File: src/hdl/bpc_pkg.sv
// Shared types and constants for the barometric compensation block.
package bpc_pkg;

    localparam int BPC_QDEPTH = 2;
    localparam int BPC_REG_W  = 48;
    localparam int BPC_IDX_W  = 3;
    localparam int BPC_NREGS  = 4;
    localparam int BPC_DIV_STEPS = 64;

    localparam logic [BPC_IDX_W-1:0] REG_TEMP    = 3'd0;
    localparam logic [BPC_IDX_W-1:0] REG_PRESS_A = 3'd1;
    localparam logic [BPC_IDX_W-1:0] REG_PRESS_B = 3'd2;
    localparam logic [BPC_IDX_W-1:0] REG_PRESS_C = 3'd3;

    // Decoded calibration words
    typedef struct packed {
        logic        [15:0] t1;
        logic signed [15:0] t2;
        logic signed [15:0] t3;
        logic        [15:0] p1;
        logic signed [15:0] p2;
        logic signed [15:0] p3;
        logic signed [15:0] p4;
        logic signed [15:0] p5;
        logic signed [15:0] p6;
        logic signed [15:0] p7;
        logic signed [15:0] p8;
        logic signed [15:0] p9;
    } t_coef;

    // Item handed from the front end to the compute pipeline
    typedef struct packed {
        logic signed [17:0] d1;
        logic signed [16:0] d2;
        logic        [19:0] adc_p;
    } t_fitem;

    // Values that ride alongside the arithmetic through the pipeline
    typedef struct packed {
        logic        [19:0] adc_p;
        logic signed [24:0] tf;
        logic signed [19:0] tc;
        logic               neg;
        logic               zero;
    } t_side;

endpackage

File: src/hdl/bpc_if.sv
// Valid/ready channel interfaces for sample items and result items.
interface bpc_in_if;
    logic        valid;
    logic        ready;
    logic [19:0] raw_temperature;
    logic [19:0] raw_pressure;
    modport source (output valid, output raw_temperature, output raw_pressure, input ready);
    modport sink   (input valid, input raw_temperature, input raw_pressure, output ready);
endinterface


File: src/hdl/bpc_front.sv
// Front end: accept a sample item and form the temperature differences.
module bpc_front
    import bpc_pkg::*;
(
    input  logic       i_clk,
    input  logic       i_rst_n,
    input  t_coef      i_coef,
    bpc_in_if.sink     i_smp,
    output t_fitem     o_item,
    output logic       o_valid,
    input  logic       i_taken
);

    logic   r_fv;
    t_fitem r_item;
    t_fitem n_item;
    logic   rdy;

    assign rdy         = !r_fv || i_taken;
    assign i_smp.ready = rdy;

    always_comb begin
        n_item.d1    = $signed({1'b0, i_smp.raw_temperature[19:3]})
                     - $signed({1'b0, i_coef.t1, 1'b0});
        n_item.d2    = $signed({1'b0, i_smp.raw_temperature[19:4]})
                     - $signed({1'b0, i_coef.t1});
        n_item.adc_p = i_smp.raw_pressure;
    end

    always_ff @(posedge i_clk) begin
        if (!i_rst_n) begin
            r_fv <= 1'b0;
        end else if (rdy) begin
            r_fv <= i_smp.valid;
        end
        if (rdy && i_smp.valid) begin
            r_item <= n_item;
        end
    end

    assign o_item  = r_item;
    assign o_valid = r_fv;

endmodule

File: src/flat_wrapper.sv
// flat-port wrapper written by rule: the top's interface ports become plain ports
module bpc_front_flat import bpc_pkg::*;
  (i_clk, i_rst_n, i_coef, o_item, o_valid, i_taken, i_smp_valid, i_smp_raw_temperature, i_smp_raw_pressure, i_smp_ready);
  bpc_in_if i_smp_i ();
  input  logic i_clk;
  input  logic i_rst_n;
  input  t_coef i_coef;
  output t_fitem o_item;
  output logic o_valid;
  input  logic i_taken;
  input wire logic [$bits(i_smp_i.valid)-1:0] i_smp_valid;
  input wire logic [$bits(i_smp_i.raw_temperature)-1:0] i_smp_raw_temperature;
  input wire logic [$bits(i_smp_i.raw_pressure)-1:0] i_smp_raw_pressure;
  output wire logic [$bits(i_smp_i.ready)-1:0] i_smp_ready;
  assign i_smp_i.valid = i_smp_valid;
  assign i_smp_i.raw_temperature = i_smp_raw_temperature;
  assign i_smp_i.raw_pressure = i_smp_raw_pressure;
  assign i_smp_ready = i_smp_i.ready;
  bpc_front u_core (.i_clk(i_clk), .i_rst_n(i_rst_n), .i_coef(i_coef), .i_smp(i_smp_i), .o_item(o_item), .o_valid(o_valid), .i_taken(i_taken));
endmodule
File: config.mk
export PLATFORM = sky130hd
export DESIGN_NAME = bpc_front_flat
export DESIGN_NICKNAME = d
export VERILOG_FILES = /design/src/hdl/bpc_pkg.sv /design/src/hdl/bpc_if.sv /design/src/hdl/bpc_front.sv /design/src/flat_wrapper.sv
export SDC_FILE = /design/constraint.sdc
export NUM_CORES = 1
export LEC_CHECK = 0
export BUFFER_PORTS_ARGS = -buffer_cell sky130_fd_sc_hd__buf_2
export CAP_MARGIN = 15
export CELL_PAD_IN_SITES_DETAIL_PLACEMENT = 1
export CELL_PAD_IN_SITES_GLOBAL_PLACEMENT = 1
export CORE_AREA = 2 2 115 117
export CTS_BUF_LIST = sky130_fd_sc_hd__clkbuf_4 sky130_fd_sc_hd__clkbuf_8
export CTS_CLUSTER_DIAMETER = 40
export CTS_CLUSTER_SIZE = 40
export DETAILED_ROUTE_END_ITERATION = 10
export DIE_AREA = 0 0 117 119
export HOLD_SLACK_MARGIN = 0.06
export PLACE_DENSITY_LB_ADDON = 0.25
export SLEW_MARGIN = 10
export SYNTH_ARGS = -nofsm -noshare
export SYNTH_HDL_FRONTEND = slang
export SYNTH_SLANG_ARGS = --single-unit
File: constraint.sdc
create_clock -name i_clk -period 2.25 [get_ports i_clk]
set_input_delay 0.225 -clock i_clk [delete_from_list [all_inputs] [get_ports i_clk]]
set_output_delay 0.225 -clock i_clk [all_outputs]
set_load 0.05 [all_outputs]
==> flow_metrics.env <==
export IMPL_outcome="completed"
export IMPL_synth_seq_area_share_pct=52.3
export IMPL_final_common_cell="buf_2"
export IMPL_clkSinkCount=39
export IMPL_cp_max_fo=3
export IMPL_num_io_pins=293
export IMPL_synth_edf_count=38
export IMPL_async_reset_ff_share_pct=0
export IMPL_cts_tree="yes"
export IMPL_die_h_um=119
export IMPL_hold_viol_final=0
export IMPL_reg2reg_depth=3
export IMPL_max_vdd_ir_drop_mv=0.226
export IMPL_root_buffer="clkbuf_8"
export IMPL_clock_skew_ps=4.40
export IMPL_crit_buf_inv=3
export IMPL_crit_type="primary input to flip-flop"
export IMPL_cts_buffers=5
export IMPL_synth_compound_area_share_pct=14.0
export IMPL_startpoint="i_smp_raw_temperature[4]"
export IMPL_core_area_um2=12900
export IMPL_switchingPower_mw=0.867
export IMPL_maxSlewHeadroom_pct=65.0
export IMPL_drive_above_1_share_pct=46.7
export IMPL_synth_area_um2=2220
export IMPL_post_drt_wl_per_cell_um=14.5
export IMPL_vias=1800
export IMPL_path_clk_slew_ps=80
export IMPL_synth_area_mux_share_pct=0
export IMPL_overflow=0
export IMPL_post_dp_hpwl_mm=5.61
export IMPL_rsz0062_at_grt="false"
export IMPL_synthFlopType="edfxtp_1"
export IMPL_cpLargestDelayFamily="compound AO/OA/AOI/OAI gates"
export IMPL_period_share_pct=92.7
export IMPL_cts_buffer_depth=2
export IMPL_timing_fmax_mhz=479
export IMPL_switching_share_pct=37.5
export IMPL_cts_hold_buf=0
export IMPL_timing_rr_start="u_core.o_valid"
export IMPL_p_comb_share_pct=35.5
export IMPL_clockPowerShare_pct=24.9
export IMPL_slew_violations=0
export IMPL_detail_route_antenna_nets=0
export IMPL_cts_setup_buffers=0
export IMPL_synth_xor_area_share_pct=4.34
export IMPL_totalWireLength_mm=6.92
export IMPL_leakage_nw=1.42
export IMPL_cp_data_required_time_ps=2290
export IMPL_startpoint_type="primary input"
export IMPL_synth_fa_ha_area_share_pct=9.91
export IMPL_gpl_final_weighted_congestion=0.715
export IMPL_period_needed_ps=2090
export IMPL_die_area_um2=13900
export IMPL_io_buffer_count=113
export IMPL_cap_violations=0
export IMPL_synthSimpleGateAreaFrac_pct=9.23
export IMPL_grt_max_degree=39
export IMPL_crit_end="u_core.o_item[36]"
export IMPL_drt_pass1_iter_count=4
export IMPL_grt_usage_pct=9.99
export IMPL_initial_core_util_pct=17.3
export IMPL_syn_mean_instance_area_um2=11.8
export IMPL_drc_errors=0
export IMPL_via_per_inst=3.77
export IMPL_worst_pin_slew_ps=525
export IMPL_internal_power_mw=1.45
export IMPL_fill_cells=1523
export IMPL_hold_class="primary input to flip-flop"
export IMPL_nNetsFinal=554
export IMPL_end_kind="flip-flop"
export IMPL_slowest_stage="fa_1"
export IMPL_seqPwrFrac_pct=39.5
export IMPL_area_growth_pct=38.1
export IMPL_r2r_slack_ps=870
export IMPL_ctsResizeCount=0
export IMPL_syn_num_nets=441
export IMPL_path_cells="buf_2 > inv_1 > ha_1 > fa_1 > and2b_1 > o2111ai_2 > a211oi_2 > buf_4 > nor3b_1 > o31a_1"
export IMPL_worstSkewPairLatency_ps=290
export IMPL_r2r_end="u_core.o_item[33]"
export IMPL_antenna_found_initial=0
export IMPL_layout_common_cells="buf_2 (113), edfxtp_1 (38), inv_1 (25)"
export IMPL_slowest_delay_ps=400
export IMPL_synth_cell_types=47
export IMPL_synth_top_family_by_area="compound AO/OA/AOI/OAI gates"
export IMPL_syn_instance_count=188
export IMPL_cp_arrival_ps=2120
export IMPL_drt_iter0_markers=37
export IMPL_holdWs_ps=108
export IMPL_finalSetupViolCount=0
export IMPL_row_count=42
export IMPL_synth_seq_cells=39
export IMPL_dp_slack_ps=-175
export IMPL_finalPower_mw=2.31
export IMPL_power_density_nw_per_um2=753
export IMPL_ys_warn_count=0
export IMPL_fin_ws_ps=164
export IMPL_cp_depth=10
export IMPL_grt_pass1_vias=1899
export IMPL_grt_pass1_wl_mm=10.3
export IMPL_h_tree_depth=2
export IMPL_die_w_um=117
export IMPL_diodes=0
==> per-layer routing <==
layer  share of wire (%)  GRT usage [%]  wire length [um]
met5                   0              0                 0
met4                0.67           2.65                46
met3                  15           6.31              1010
met2                  40           14.1              2800
met1                  44           12.6              3060
==> synthesized netlist by cell type (2+ instances only) <==
library cell	n	area, um2
edfxtp_1	38	1140
inv_1	25	93.8
buf_4	18	135
ha_1	16	200
xnor2_1	10	87.6
nand2_1	8	30.0
nor2_1	8	30.0
a21oi_1	7	35.0
a21o_1	5	37.5
nand3_1	4	20.0
o21a_1	4	30.0
nor2b_1	3	18.8
nor3_1	3	15.0
a221oi_1	2	17.5
a31oi_1	2	12.5
and2_1	2	12.5
nor3b_1	2	15.0
or4_1	2	15.0
==> through the flow <==
step	util (%)	cells	TNS, ps	instance area (um2)
detailed placement	23.0	470	-459	2960
global route	23.8	478	0	3070
floorplan	-	188	0	2220
CTS	23.8	478	0	3060
finish	23.8	478	0	3070
global placement	23.0	470	-504	2960
==> worst reg2reg max path, stage by stage (launching register included) <==
cell and delay (ps):
dfxtp_1 320, nand2b_1 90, and2_2 150, buf_4 440
==> cells by family (layout without fill, tap and decap cells) <==
group,after synthesis,count (layout)
and+or+nand+nor,39,39
xor gates and xnor gates,11,11
buffers and inverters,43,157
DFF,39,39
adders and majority gates,17,17
AOI/OAI and AO/OA,39,39
==> area by class of cell <==
type,instances,area [um2],share of cell area (%)
multi-input cells,106,838,27.3
well taps,176,220,7.17
repair buffers,124,648,21.1
inverters,25,93.8,3.06
clock inverters,3,38.8,1.26
clock buffers,5,68.8,2.24
flip-flops and latches,39,1160,37.8
==> power by group through the flow <==
stage                     Combinational, mW  Sequential (mW)  Clock, mW
final                                 0.821            0.914      0.576
after global routing                  0.885            0.923      0.638
after CTS                             0.833            0.916      0.607
after detailed placement              0.830            0.929          0
after global placement                0.828            0.929          0
after floorplan                       0.425             1.14          0
==> registers in the layout, indices dropped and copies added (netlist names) <==
signal          cells
u_core.o_valid      1
u_core.o_item      38
==> how the worst min path moves through the flow <==
stage / from / endpoint / slack (ps) / depth (start not counted)
finish: i_smp_raw_pressure[11] / u_core.o_item[11] / 110 / 1
global route: i_smp_raw_pressure[19] / u_core.o_item[19] / 90 / 1
CTS: i_smp_raw_pressure[11] / u_core.o_item[11] / 90 / 1
detailed placement: i_smp_raw_pressure[11] / u_core.o_item[11] / 400 / 1
global placement: i_smp_raw_pressure[2] / u_core.o_item[2] / 400 / 1
floorplan: i_smp_raw_pressure[0] / u_core.o_item[0] / 320 / 0
No activity file was read; power rests on OpenSTA's default activity.
