### config.mk
export PLATFORM = sky130hd
export DESIGN_NAME = bpc_queue
export DESIGN_NICKNAME = d
export VERILOG_FILES = /design/src/hdl/bpc_pkg.sv /design/src/hdl/bpc_queue.sv
export SDC_FILE = /design/constraint.sdc
export NUM_CORES = 1
export LEC_CHECK = 0
export BUFFER_PORTS_ARGS = -buffer_cell sky130_fd_sc_hd__buf_2
export CORE_MARGIN = 1.5
export CORE_UTILIZATION = 50
export DETAILED_ROUTE_END_ITERATION = 8
export HOLD_SLACK_MARGIN = 0.1
export PLACE_DENSITY = 0.81
export SLEW_MARGIN = 20
export SYNTH_ARGS = -nofsm -noshare
export SYNTH_HDL_FRONTEND = slang
export SYNTH_SLANG_ARGS = --single-unit
### constraint.sdc
create_clock -name i_clk -period 5.1 [get_ports i_clk]
set_clock_uncertainty 0.2 [all_clocks]
set_input_delay 0.765 -clock i_clk [delete_from_list [all_inputs] [get_ports i_clk]]
set_output_delay 0.765 -clock i_clk [all_outputs]
set_load 0.02 [all_outputs]
### src/hdl/bpc_pkg.sv
// Shared types and constants for the barometric compensation block.
package bpc_pkg;

    localparam int BPC_QDEPTH = 2;
    localparam int BPC_REG_W  = 48;
    localparam int BPC_IDX_W  = 3;
    localparam int BPC_NREGS  = 4;
    localparam int BPC_DIV_STEPS = 64;

    localparam logic [BPC_IDX_W-1:0] REG_TEMP    = 3'd0;
    localparam logic [BPC_IDX_W-1:0] REG_PRESS_A = 3'd1;
    localparam logic [BPC_IDX_W-1:0] REG_PRESS_B = 3'd2;
    localparam logic [BPC_IDX_W-1:0] REG_PRESS_C = 3'd3;

    // Decoded calibration words
    typedef struct packed {
        logic        [15:0] t1;
        logic signed [15:0] t2;
        logic signed [15:0] t3;
        logic        [15:0] p1;
        logic signed [15:0] p2;
        logic signed [15:0] p3;
        logic signed [15:0] p4;
        logic signed [15:0] p5;
        logic signed [15:0] p6;
        logic signed [15:0] p7;
        logic signed [15:0] p8;
        logic signed [15:0] p9;
    } t_coef;

    // Item handed from the front end to the compute pipeline
    typedef struct packed {
        logic signed [17:0] d1;
        logic signed [16:0] d2;
        logic        [19:0] adc_p;
    } t_fitem;

    // Values that ride alongside the arithmetic through the pipeline
    typedef struct packed {
        logic        [19:0] adc_p;
        logic signed [24:0] tf;
        logic signed [19:0] tc;
        logic               neg;
        logic               zero;
    } t_side;

endpackage

### src/hdl/bpc_queue.sv
// Short queue between the front end and the compute pipeline.
module bpc_queue
    import bpc_pkg::*;
#(
    parameter int DEPTH = BPC_QDEPTH
)(
    input  logic   i_clk,
    input  logic   i_rst_n,
    input  logic   i_push,
    input  t_fitem i_data,
    output logic   o_full,
    input  logic   i_pop,
    output t_fitem o_data,
    output logic   o_empty
);

    localparam int AW = (DEPTH > 1) ? $clog2(DEPTH) : 1;
    localparam int CW = $clog2(DEPTH + 1);

    t_fitem          r_mem [DEPTH];
    logic [AW-1:0]   r_wp;
    logic [AW-1:0]   r_rp;
    logic [CW-1:0]   r_cnt;

    function automatic logic [AW-1:0] bump(input logic [AW-1:0] p);
        return (p == AW'(DEPTH - 1)) ? '0 : p + 1'b1;
    endfunction

    always_ff @(posedge i_clk) begin
        if (!i_rst_n) begin
            r_wp  <= '0;
            r_rp  <= '0;
            r_cnt <= '0;
        end else begin
            if (i_push) begin
                r_wp <= bump(r_wp);
            end
            if (i_pop) begin
                r_rp <= bump(r_rp);
            end
            case ({i_push, i_pop})
                2'b10:   r_cnt <= r_cnt + 1'b1;
                2'b01:   r_cnt <= r_cnt - 1'b1;
                default: r_cnt <= r_cnt;
            endcase
        end
        if (i_push) begin
            r_mem[r_wp] <= i_data;
        end
    end

    assign o_data  = r_mem[r_rp];
    assign o_full  = (r_cnt == CW'(DEPTH));
    assign o_empty = (r_cnt == '0);

endmodule

==> results.json, run 1 <==
{
  "die_h_um": 94.5,
  "die_width_um": 94.5,
  "arrival_ps": 2250,
  "ios": 116,
  "worst_path_largest_cell_delay_ps": 710,
  "areaGrowthSynthToFinish_pct": 29.6,
  "cp.required_ps": 4140,
  "ctsResizeCount": 0,
  "grt_pass1_vias": 2111,
  "startpoint_type": "flop",
  "synth_common_cells": "110 x edfxtp_1, 55 x mux2_2, 5 x buf_4, 5 x dfxtp_1, 4 x and2_1",
  "dieArea_mm2": 0.00892,
  "dr.pass1.iters": 4,
  "coreArea_mm2": 0.00818,
  "power.density_mw_per_mm2": 444,
  "total_power_mw": 2.40,
  "synth_edf_count": 110,
  "initial_core_util": 0.511,
  "status": "finished clean",
  "end_kind": "primary output",
  "cts.sinks": 115,
  "cap_violations": 0,
  "min_from": "i_data[49]",
  "synth-main-ff-cell": "edfxtp_1",
  "grt_use_total": 0.159,
  "crit_slowest_cell": "dfxtp_2",
  "antenna_found_initial": 0,
  "clkTransAtPathRegs_ps": 50,
  "antenna_left": 0,
  "timing.fmax_mhz": 311,
  "avgSynthCellArea_um2": 21.7,
  "drc": 0,
  "async_flop_share": 0,
  "synth.most_common_cell": "edfxtp_1",
  "drt-initial-drc-count": 90,
  "wire_per_inst_um": 15.9,
  "final_hold_viol_count": 0,
  "grt-ovfl-total": 0,
  "worst_pin_slew_ps": 793,
  "synth_largest_area_cell": "edfxtp_1",
  "grt_max_degree": 33,
  "clockBufferDepth": 2,
  "syn_nets": 253,
  "clk_latency_ps": 480,
  "rows": 33,
  "max-slew-margin-rel": 0.470,
  "ctsHoldBuffers": 0,
  "crit_type": "flop to primary output",
  "grt_pass1_wl_um": 10200,
  "port_buffers": 115,
  "post_cts_buffers": 0,
  "hpwl_um": 4500,
  "drive_gt1_frac": 0.608,
  "whs_ps": 268,
  "finalMaxSlewViolations": 0,
  "vias": 2126,
  "period_minus_slack_ps": 3210,
  "cts_tree": "yes",
  "synth_cell_types": 17,
  "nNetsFinal": 384,
  "wl_um": 7020,
  "rsz0062_at_grt": "no",
  "irDropWorstVdd_mv": 0.258,
  "ys_warn_count": 0,
  "ys_ff_latch": 115,
  "root_buffer": "clkbuf_8",
  "gp_congestion": 0.671,
  "crit_chain": "buf_4, mux2_2, buf_2",
  "cts_made_buffers": 17,
  "netlist_area_mm2": 0.00418,
  "synth_top_cell_area_share": 0.790,
  "critPathMaxFanout": 31,
  "synth.area.top_cells": "edfxtp_1 79%, mux2_2 15%, dfxtp_1 2.4%, buf_4 0.90%, and2_1 0.60%",
  "p_leak_nw": 2.06,
  "syn_inst": 193,
  "hold_path.class": "input port to flop",
  "antenna_cells": 0,
  "htree_levels": 4,
  "vias_per_cell": 4.81,
  "tns_ps": 0,
  "r2r_start": "r_wp$_SDFFE_PN0P_",
  "setup_viol": 0,
  "finish.utilization": 0.663,
  "synth_seq_area_share": 0.814,
  "timing.final.crit_share": 0.630
}
==> report_power, final <==
part,internal (mW),switching [mW]
sequential,1.09,0.0207
combinational,0.101,0.136
clock,0.688,0.367
==> layout by cell type (no fill, tap or decap), types with 2 or more instances in the layout <==
| cell type | Yosys | final |
|---|---|---|
| xnor2_1 | 2 | 2 |
| clkbuf_1 | 0 | 4 |
| dfxtp_1 | 5 | 4 |
| clkbuf_16 | 0 | 16 |
| and2_1 | 4 | 3 |
| clkinvlp_4 | 0 | 3 |
| bufinv_16 | 0 | 2 |
| edfxtp_1 | 110 | 110 |
| buf_4 | 5 | 3 |
| mux2_2 | 55 | 55 |
| buf_2 | 1 | 115 |
| clkinv_2 | 0 | 6 |
==> path summary, 6_finish.rpt <==
check | slack (ps) | endpoint | cells past startpoint
max | 1890 | o_data[6] | 3
min | 270 | r_mem[0][49]$_DFFE_PP_ | 1
max reg2reg | 3040 | r_mem[0][47]$_DFFE_PP_ | 2
min reg2reg | 320 | r_cnt[1]$_SDFFE_PN0P_ | 2
==> kinds of logic (layout without fill, tap and decap cells) <==
kind of cell             after synthesis  after routing  synth area share
multiplexers                          55             55             0.148
AND/OR/NAND/NOR                        9              9            0.0129
XOR/XNOR                               3              3           0.00628
AO/OA/AOI/OAI                          3              3           0.00479
buffers and inverters                  7            151            0.0111
flip-flops                           115            115             0.814
adder cells (fa/ha/maj)                1              1           0.00299
==> critical path: cells and delay by family (launching register included) <==
family,cells,cell delay (ps)
DFF,1,710
buffers and inverters,2,640
muxes,1,400
==> cell type report <==
| cell class | instances | area (µm²) |
|---|---|---|
| Sequential cell | 115 | 3400 |
| Fill cell | 584 | 2760 |
| Multi-Input combinational cell | 71 | 741 |
| Timing Repair Buffer | 118 | 598 |
| Clock buffer | 21 | 429 |
| Tap cell | 105 | 131 |
| Clock inverter | 11 | 113 |
| Inverter | 1 | 3.75 |
==> stage by stage <==
stage | setup slack [ps] | cells | area [µm²]
final | 1890 | 442 | 5420
after CTS | 1800 | 442 | 5420
after global routing | 1720 | 442 | 5420
after detailed placement | 2320 | 410 | 4880
after floorplan | 1270 | 193 | 4180
after global placement | 2350 | 410 | 4880
==> metal layers <==
metal | vias to the layer above | track usage | wire (µm)
met2 | 73 | 0.276 | 3580
met4 | 0 | 0.0597 | 42
li1 | 1020 | - | -
met1 | 1027 | 0.178 | 2970
met3 | 6 | 0.0604 | 425
met5 | - | 0 | 0
==> sequential cells by signal, summed over array words and instances (netlist names), named ones only <==
name,cells
r_wp,1
r_mem,110
r_cnt,2
r_rp,1
(Power assumes the default switching activity.)
==> run 2, diff against run 1 <==
--- a/config.mk
+++ b/config.mk
@@ -5,12 +5,13 @@
 export SDC_FILE = /design/constraint.sdc
 export NUM_CORES = 1
 export LEC_CHECK = 0
+export ABC_AREA = 1
 export BUFFER_PORTS_ARGS = -buffer_cell sky130_fd_sc_hd__buf_2
 export CORE_MARGIN = 1.5
 export CORE_UTILIZATION = 50
 export DETAILED_ROUTE_END_ITERATION = 8
 export HOLD_SLACK_MARGIN = 0.1
-export PLACE_DENSITY = 0.81
+export PLACE_DENSITY = 0.8
 export SLEW_MARGIN = 20
 export SYNTH_ARGS = -nofsm -noshare
 export SYNTH_HDL_FRONTEND = slang
==> constraint.sdc (replaced) <==
create_clock -name i_clk -period 3.35 [get_ports i_clk]
set_clock_uncertainty 0.2 [all_clocks]
set_input_delay 0.5025 -clock i_clk [delete_from_list [all_inputs] [get_ports i_clk]]
set_output_delay 0.5025 -clock i_clk [all_outputs]
set_load 0.02 [all_outputs]
==> run 2 against run 1 <==
Effect of this change:
- register-to-register slack got worse by 1500 ps
- core utilization increased by 6.1 points
- combinational power rose by 81%
- critical path depth unchanged
- count of clock-buffer cells in the layout is 4 lower
- clock power increased by 61%
- hold slack improved by 31 ps
- first-iteration DRC count up 32%
- area after synthesis up 6.4%
- critical path type unchanged
- largest cell class unchanged
==> results.json, run 2 <==
{
  "crit_chain": "buf_12, mux2_2, buf_2",
  "antenna_cells": 0,
  "power.density_mw_per_mm2": 607,
  "die_width_um": 97.3,
  "period_minus_slack_ps": 2620,
  "gp_congestion": 0.701,
  "grt-ovfl-total": 0,
  "synth.area.top_cells": "edfxtp_1 74%, mux2_4 17%, buf_12 2.3%, dfxtp_1 2.3%, mux2_2 1.3%",
  "cts_tree": "yes",
  "setup_viol": 0,
  "p_clk_frac": 0.443,
  "worst-path-buf-inv": 2,
  "finalMaxSlewViolations": 0,
  "antenna_left": 0,
  "vias": 2478,
  "synth_seq_area_share": 0.765,
  "syn_nets": 266,
  "grt_use_total": 0.181,
  "max-slew-margin-rel": 0.592,
  "vias_per_cell": 4.79,
  "cp.required_ps": 2650,
  "coreArea_mm2": 0.00868,
  "areaGrowthSynthToFinish_pct": 41.2,
  "antenna_found_initial": 0,
  "drive_gt1_frac": 0.511,
  "root_buffer": "clkbuf_8",
  "grt_max_degree": 43,
  "startpoint_type": "flop",
  "htree_levels": 4,
  "ys_warn_count": 0,
  "timing.fmax_mhz": 382,
  "internal-power_mw": 2.94,
  "cts.sinks": 115,
  "p_leak_nw": 2.55,
  "ios": 116,
  "worst_path_largest_cell_delay_ps": 520,
  "crit_family": "flip-flops",
  "status": "finished clean",
  "async_flop_share": 0,
  "critPathMaxFanout": 42,
  "arrival_ps": 1920,
  "hpwl_um": 4730,
  "dr.pass1.iters": 4,
  "power_switching_mw": 0.873,
  "synth_largest_area_cell": "edfxtp_1",
  "final_hold_viol_count": 0,
  "avgSynthCellArea_um2": 21.6,
  "cts_made_buffers": 17,
  "cap_violations": 0,
  "synth-main-ff-cell": "edfxtp_1",
  "clockBufferDepth": 2,
  "clk_latency_ps": 490,
  "synth_top_cell_area_share": 0.743,
  "timing.final.crit_share": 0.782,
  "synth.most_common_cell": "edfxtp_1",
  "ys_ff_latch": 115,
  "final_common_cell": "buf_2",
  "post_cts_buffers": 0,
  "dieArea_mm2": 0.00947,
  "rsz0062_at_grt": "no",
  "combinationalPowerShare": 0.113,
  "synth_cell_types": 13,
  "finish.utilization": 0.724,
  "tns_ps": 0,
  "drc": 0,
  "port_buffers": 115,
  "crit_slowest_cell": "dfxtp_4",
  "wl_um": 8220,
  "initial_core_util": 0.513,
  "worst_pin_slew_ps": 612,
  "end_kind": "primary output",
  "hold_path.class": "flop to flop",
  "rows": 34,
  "clkTransAtPathRegs_ps": 50,
  "synth_common_cells": "110 x edfxtp_1, 50 x mux2_4, 12 x nor2_1",
  "grt_pass1_wl_um": 12700,
  "grt_pass1_vias": 2613,
  "ctsResizeCount": 0,
  "synth_edf_count": 110,
  "netlist_area_mm2": 0.00445,
  "fillers": 542,
  "p_seq_frac": 0.444,
  "ctsHoldBuffers": 58,
  "die_h_um": 97.3,
  "largest_reg_flops": 110,
  "wire_per_inst_um": 15.9,
  "top_register": "r_mem",
  "syn_inst": 206,
  "nNetsFinal": 456,
  "top_regs": "r_mem: 110 flops, r_cnt: 2 flops",
  "final_cell_mix": "115 x buf_2, 110 x edfxtp_1, 58 x dlygate4sd3_1, 50 x mux2_4, 16 x clkbuf_16",
  "drt-initial-drc-count": 119,
  "swShare": 0.229,
  "crit_type": "flop to primary output",
  "irDropWorstVdd_mv": 0.413
}
## run 2: changes by cell type after synthesis, moves of 2 or more
| cell | before | now |
|---|---|---|
| nand2_1 | 0 | 8 |
| buf_4 | 5 | 0 |
| and2_1 | 4 | 0 |
| buf_12 | 0 | 5 |
| mux2_4 | 0 | 50 |
| xnor2_1 | 2 | 0 |
| mux2_2 | 55 | 5 |
| nor2_1 | 2 | 12 |
| inv_1 | 1 | 6 |
## run 2: worst register-to-register path, stage by stage (launching register included)
cell and delay, ps:
dfxtp_1 380, nand2_1 100, inv_2 470, buf_12 290
## run 2: logic make-up (layout without fill, tap and decap cells)
kind of cell    Yosys count  count (layout)  share of synthesized area
flops                   115             115                      0.765
mux                      55              55                      0.181
simple gates             21              21                     0.0183
buf+inv                  12             215                     0.0301
compound gates            2               2                    0.00225
fa+ha+maj                 1               1                    0.00281
## run 2: worst paths after layout
kind | start | endpoint | slack [ps] | cells after the start
max | flop | o_data[47] | 730 | 3
min reg2reg | r_rp$_SDFFE_PN0P_ | r_rp$_SDFFE_PN0P_ | 300 | 2
min | r_rp$_SDFFE_PN0P_ | r_rp$_SDFFE_PN0P_ | 300 | 2
max reg2reg | r_wp$_SDFFE_PN0P_ | r_mem[1][5]$_DFFE_PP_ | 1590 | 3
## run 2: area by class of cell
type / count / area (µm²) / area share
Inverter: 6 / 22.5 / 0.00359
Sequential cell: 115 / 3410 / 0.543
Clock inverter: 15 / 159 / 0.0253
Multi-Input combinational cell: 79 / 918 / 0.146
Tap cell: 108 / 135 / 0.0215
Timing Repair Buffer: 177 / 1220 / 0.195
Clock buffer: 17 / 414 / 0.0659
## run 2: power groups by stage
stage | clock [mW] | sequential [mW] | combinational, mW
after floorplan | 0 | 1.71 | 0.271
after CTS | 1.72 | 1.69 | 0.432
after global placement | 0 | 1.72 | 0.372
after detailed placement | 0 | 1.72 | 0.379
final | 1.69 | 1.69 | 0.430
after global routing | 1.78 | 1.70 | 0.459
## run 2: routing by layer
layer  routed length [µm]  share of wire  vias up  global-route usage
met2                 4400           0.54       90               0.327
met3                  460          0.056        6              0.0619
li1                     -              -     1175                   -
met4                   65         0.0079        0              0.0659
met1                 3290           0.40     1207               0.196
met5                    0              0        -                   0
## run 2: metrics by stage
step / instances / hold slack (ps) / worst slack (ps) / total power, mW / instance area (µm²)
after global routing: 517 / 338 / 636 / 3.94 / 6280
after detailed placement: 427 / 296 / 1240 / 2.10 / 5130
after global placement: 427 / 278 / 1260 / 2.09 / 5130
after floorplan: 206 / 263 / 762 / 1.98 / 4450
final: 517 / 299 / 732 / 3.81 / 6280
after CTS: 517 / 309 / 694 / 3.84 / 6280
